===== src/rtl/core/npcm_pkg.sv =====
// Package with the word types, codes and shared types of the nearest palette color match unit.
package npcm_pkg;

    // Width of the palette_count configuration register.
    localparam int CFG_W = 9;

    // Width of one palette entry: red, green, blue.
    localparam int ENTRY_W = 24;

    // Width of a squared distance, enough for three times 255 squared.
    localparam int DIST_W = 18;

    // Width of one squared color component difference.
    localparam int SQ_W = 16;

    // Codes of the kind field.
    localparam logic KIND_WRITE = 1'b0;
    localparam logic KIND_QUANT = 1'b1;

    typedef struct packed {
        logic       kind;
        logic [7:0] entry_index;
        logic [7:0] red;
        logic [7:0] green;
        logic [7:0] blue;
    } in_word_t;

    typedef struct packed {
        logic [7:0]        best_index;
        logic [DIST_W-1:0] best_distance;
    } out_word_t;

    typedef enum logic [1:0] {
        ST_IDLE,
        ST_SEARCH,
        ST_DRAIN,
        ST_DELIVER
    } state_t;

    // Commands from the controller to the datapath.
    typedef struct packed {
        logic write;
        logic start;
        logic issue;
        logic load_result;
    } cmd_t;

    // Status from the datapath to the controller.
    typedef struct packed {
        logic last_issue;
        logic busy;
        logic out_busy;
    } status_t;

endpackage


===== src/rtl/core/npcm_ctrl.sv =====
// Controller state machine that sequences palette writes and palette searches.
module npcm_ctrl (
    input  logic               aclk,
    input  logic               aresetn,
    input  logic               s_valid,
    input  logic               s_kind,
    output logic               s_ready,
    input  npcm_pkg::status_t  status,
    output npcm_pkg::cmd_t     cmd
);

    npcm_pkg::state_t state_reg;
    npcm_pkg::state_t state_next;

    always_ff @(posedge aclk) begin
        if (!aresetn) begin
            state_reg <= npcm_pkg::ST_IDLE;
        end else begin
            state_reg <= state_next;
        end
    end

    always_comb begin
        state_next = state_reg;
        unique case (state_reg)
            npcm_pkg::ST_IDLE: begin
                if (s_valid && (s_kind == npcm_pkg::KIND_QUANT)) begin
                    state_next = npcm_pkg::ST_SEARCH;
                end
            end
            npcm_pkg::ST_SEARCH: begin
                if (status.last_issue) begin
                    state_next = npcm_pkg::ST_DRAIN;
                end
            end
            npcm_pkg::ST_DRAIN: begin
                if (!status.busy) begin
                    state_next = npcm_pkg::ST_DELIVER;
                end
            end
            npcm_pkg::ST_DELIVER: begin
                if (!status.out_busy) begin
                    state_next = npcm_pkg::ST_IDLE;
                end
            end
            default: begin
                state_next = npcm_pkg::ST_IDLE;
            end
        endcase
    end

    always_comb begin
        s_ready         = 1'b0;
        cmd.write       = 1'b0;
        cmd.start       = 1'b0;
        cmd.issue       = 1'b0;
        cmd.load_result = 1'b0;
        unique case (state_reg)
            npcm_pkg::ST_IDLE: begin
                s_ready   = 1'b1;
                cmd.write = s_valid && (s_kind == npcm_pkg::KIND_WRITE);
                cmd.start = s_valid && (s_kind == npcm_pkg::KIND_QUANT);
            end
            npcm_pkg::ST_SEARCH: begin
                cmd.issue = 1'b1;
            end
            npcm_pkg::ST_DRAIN: begin
            end
            npcm_pkg::ST_DELIVER: begin
                cmd.load_result = !status.out_busy;
            end
            default: begin
            end
        endcase
    end

endmodule


===== config.mk =====
export PLATFORM = sky130hd
export DESIGN_NAME = npcm_ctrl
export DESIGN_NICKNAME = d
export VERILOG_FILES = /design/src/rtl/core/npcm_pkg.sv /design/src/rtl/core/npcm_ctrl.sv
export SDC_FILE = /design/constraint.sdc
export NUM_CORES = 1
export LEC_CHECK = 0
export ABC_AREA = 1
export CAP_MARGIN = 20
export CORE_AREA = 4 4 41 43
export DETAILED_ROUTE_END_ITERATION = 10
export DIE_AREA = 0 0 45 47
export DONT_BUFFER_PORTS = 1
export SYNTH_ARGS = -nofsm -noshare
export SYNTH_HDL_FRONTEND = slang
export SYNTH_SLANG_ARGS = --single-unit

===== constraint.sdc =====
create_clock -name aclk -period 1 [get_ports aclk]
set_clock_uncertainty 0.1 [all_clocks]
set_input_delay 0.15 -clock aclk [delete_from_list [all_inputs] [get_ports aclk]]
set_output_delay 0.15 -clock aclk [all_outputs]
set_load 0.01 [all_outputs]

[Yosys cells after proc, flatten, opt, wreduce, memory -nomap -nowiden]
Index checks and enable logic that the tools add are counted.
W data, S select, Z words.
Operators by class
  bitwise operators: 1
  multiplexer cells: 9
  eq/ne operators: 7
  reductions and logical operators: 5
Operator list (count)
  $mux W2: 5
  $ne A2 B2 Y1 const B: 4
  $pmux W2 S4: 1
  $eq A2 B2 Y1 const B: 2
  $reduce_and A4 Y1: 1
  $mux W1: 3
  $eq A2 B1 Y1 const B: 1
  $logic_and A1 B1 Y1: 2
  $logic_not A2 Y1: 1
  $logic_not A1 Y1: 1
  $not A1 Y1: 1
Storage, ports and cells
  register bits: 2
  output and inout port bits: 5
  input bits: 7
  word-level logic and storage cells: 23

[Depth between registers and ports, before layout]
  depth in word-level cells: 3
  depth in mapped cells: 8
  depth with buffers taken out: 8

[Least setup slack after synthesis]
OpenSTA, ideal clock, no wires.
  path type: register -> register
  from: register state_reg[0]
  to: register state_reg[0]
  required time: 836 ps
  period minus slack after synthesis: 1210 ps
  setup time: 64 ps
  setup slack: -210 ps
  data arrival time: 1046 ps
  stages on the path, launching flop included: 8
  buffers on the path: 0
  cells stage by stage: dfxtp_1 inv_1 ha_1 nand2_2 nand2_2 nor2_2 nor2_1 nor2_1
Between the ends
  longest elaborated chain between the ends: 3
  elaborated cells on any way between the ends: 10
  classes of those cells: eq/ne (7); mux (1); reduce/logical (2)
Ends and longest elaborated chain
  start: declaration: RTL line npcm_ctrl.sv:12  | npcm_pkg::state_t state_reg;
  start signal: assignment: RTL line npcm_ctrl.sv:17  | state_reg <= npcm_pkg::ST_IDLE;
  start signal: assignment: RTL line npcm_ctrl.sv:19  | state_reg <= state_next;
  $eq A2 B1 Y1, or another cell as far along: RTL line npcm_ctrl.sv:25  | unique case (state_reg)
  $ne A2 B2 Y1 (no source line)
  $reduce_and A4 Y1 (no source line)
Parallel ways exist; a longest one is shown, timed or not.
A chain may end at the register's enable or synchronous reset.

==> qor.tcl <==
set qor(cts.clk_slew.worst_paths_ns) 0.03
set qor(timing.setup.critical_path_class) {reg2out}
set qor(ios) 12
set qor(remaining_drc_errors) 0
set qor(final_min_period_over_clock_period_pct) 123
set qor(timing.final.crit_period_ns) 1.23
set qor(synth.ff_latch_count) 2
set qor(globalplace.congestion) 0.724
set qor(critical_path_peak_fanout) 5
set qor(whs_ns) 0.162
set qor(run_status) {finished, violations left}
set qor(antennaDiodeCount) 0
set qor(floorplan.die_area_um2) 2120
set qor(largest_register_ff_count) 2
set qor(globalRouteMet2Util_pct) 9.60
set qor(slew_headroom_pct) 90.1
set qor(failing_checks) {setup timing}
set qor(tritoncts_clock_tree) {yes}
set qor(drt.antenna.violating_nets) 0
set qor(clockBufferDepth) 2
set qor(grt_max_degree) 6
set qor(tightestPinTransition_ns) 0.149
set qor(rr_worst_depth) 7
set qor(total_routing_resource_utilization_after_global_routing_pct) 5.36
set qor(mappedNetlistArea_um2) 213
set qor(design_power_total_w) 0.00106
set qor(start_util_pct) 16.3
set qor(pre_cts_slack_ns) -0.167
set qor(crit_path_cell_trace) {inv_4 -> ha_4 -> inv_1 -> nor2_2}
set qor(drt-total-wl_um) 504
set qor(setup.worst_path.end_class) {output port}
set qor(min-delay-path-class) {in2reg}
set qor(power.density_nw_per_um2) 2700
set qor(area.growth.synth_to_final_pct) 85.3
set qor(drt-pass1-iter-count) 4
set qor(cp_data_required_time_ns) 0.75
set qor(h_tree_levels) 1
set qor(drt-initial-drc-count) 2
set qor(clk_root_buffer_cell) {sky130_fd_sc_hd__clkbuf_4}
set qor(setup-violations-final) 7
set qor(netlist_cell_types) 8
set qor(ys.warnings.count) 0
set qor(first_global_vias) 220
set qor(drive_above_1_share_pct) 62.8
set qor(die_h_um) 47
set qor(hold-path-cell-count) 5
set qor(number_of_antenna_violations_at_the_first_check_in_global_routing) 0
set qor(timing.max_cap.violations) 0
set qor(gr-usage-met3_pct) 1.15
set qor(dominant_delay_contributor_by_cell_family_on_the_critical_path) {flip-flops}
set qor(fp-row-count) 13
set qor(hpwl_um) 423
set qor(port_buffers) 0
set qor(cts.sink_count) 2
set qor(avgRoutedWirePerCell_um) 8.69
set qor(rsz0062_at_grt) {true}
set qor(route.detailed.vias_per_inst) 4.05
set qor(design.final.nets) 56
set qor(maximum_single_stage_delay_on_the_critical_path_ns) 0.35
set qor(cp_data_arrival_time_ns) 0.98
set qor(worst-path-buf-inv) 2
set qor(maxSlewViolCount) 0
set qor(cp-start-kind) {register}
set qor(vias) 235
set qor(power.static_leakage_nw) 0.171
set qor(grt.busiest_layer) {met2}
set qor(tritoncts.num_buffers) 3
set qor(cp_num_cells) 4
set qor(floorplan.core_area_um2) 1300
set qor(post_synth_inst_count) 34
set qor(yosysSeqAreaShare_pct) 18.8
set qor(max_freq_mhz) 811
set qor(grt_remaining_overflow) 0
set qor(timing.final.hold_violations) 0
set qor(mappedNetlistNets) 45
set qor(die_w_um) 45
set qor(globalRouteMet1Util_pct) 4.29
set qor(final.fill_count) 152
set qor(synthesis.area_per_instance_um2) 6.26
set qor(worstSkewPairLatency_ns) 0.22
set qor(finalWorstSetupSlack_ns) -0.234
set qor(crit_path_slowest_cell) {sky130_fd_sc_hd__dfxtp_4}
set qor(vdd_drop_max_uv) 982
set qor(grt_pass1_wl_um) 752
[power by group]
group | internal [W] | leakage [nW] | switching, W
clock | 0.000132 | 0.0138 | 0.0000424
combinational | 0.000351 | 0.140 | 0.000351
sequential | 0.000129 | 0.0178 | 0.0000570
[routing by layer]
metal | share of wire [%] | vias up
li1 | - | 119
met1 | 34 | 107
met2 | 56 | 9
met3 | 9.7 | 0
met4 | 0 | 0
met5 | 0 | -
[cells in the mapped netlist]
library cell / instances / area (um^2)
sky130_fd_sc_hd__nor2_2: 1 / 6.26
sky130_fd_sc_hd__nand2_1: 6 / 22.5
sky130_fd_sc_hd__nand2_2: 4 / 25.0
sky130_fd_sc_hd__dfxtp_1: 2 / 40.0
sky130_fd_sc_hd__nor2_1: 8 / 30.0
sky130_fd_sc_hd__inv_1: 7 / 26.3
sky130_fd_sc_hd__ha_1: 4 / 50.1
sky130_fd_sc_hd__nand4_1: 2 / 12.5
[placed cells by master (no fill, tap or decap), types with 2 or more instances in the layout]
| master | n |
|---|---|
| sky130_fd_sc_hd__nand4_1 | 2 |
| sky130_fd_sc_hd__nand2_2 | 5 |
| sky130_fd_sc_hd__nor2_1 | 5 |
| sky130_fd_sc_hd__nand2_1 | 4 |
| sky130_fd_sc_hd__dfxtp_4 | 2 |
| sky130_fd_sc_hd__nor2_4 | 3 |
| sky130_fd_sc_hd__ha_4 | 3 |
| sky130_fd_sc_hd__clkbuf_4 | 3 |
| sky130_fd_sc_hd__buf_4 | 3 |
| sky130_fd_sc_hd__buf_6 | 2 |
| sky130_fd_sc_hd__inv_1 | 4 |
| sky130_fd_sc_hd__inv_4 | 2 |
[cell families after synthesis]
group | share of synthesized area, %
simple gates | 45.3
buf+inv | 12.4
fa+ha+maj | 23.5
flops | 18.8
[worst min-delay path, delay by kind of cell]
kind | cells | cell delay [ns]
and+or+nand+nor | 5 | 0.29
[per-stage QoR]
step | TNS (ns) | area, um^2 | cells | utilization (%)
CTS | -1.63 | 373 | 57 | 28.7
global route | -1.81 | 394 | 58 | 30.3
detailed placement | -0.434 | 304 | 51 | 23.4
floorplan | -0.229 | 270 | 34 | -
finish | -1.47 | 394 | 58 | 30.3
global placement | -0.413 | 304 | 51 | 23.4
[path summary, 6_finish.rpt]
check,from,end,slack (ns)
worst max-delay path,state_reg[0]$_SDFFE_PN0P_,cmd[2],-0.23
worst min-delay path,status[1],state_reg[1]$_SDFFE_PN0P_,0.16
worst max register to register,state_reg[1]$_SDFFE_PN0P_,state_reg[1]$_SDFFE_PN0P_,-0.22
worst min register to register,state_reg[1]$_SDFFE_PN0P_,state_reg[1]$_SDFFE_PN0P_,0.43
[layout make-up]
class	instances	area (um^2)	share of cell area (%)
Sequential cell	2	47.5	12.1
Tap cell	15	18.8	4.76
Multi-Input combinational cell	25	219	55.6
Timing Repair Buffer	6	55.1	14.0
Clock buffer	3	22.5	5.71
Inverter	7	31.3	7.94
[timing repair]
| action | CTS | global route |
|---|---|---|
| setup endpoints to repair | 7 | 7 |
| setup buffers | 2 | 1 |
| gates cloned | 0 | 0 |
| hold buffers | 1 | 0 |
| pin swaps | 4 | 4 |
| resized for setup | 6 | 3 |
| endpoints found under the hold margin | 2 | 0 |
Power figures use the tool's default switching activity.
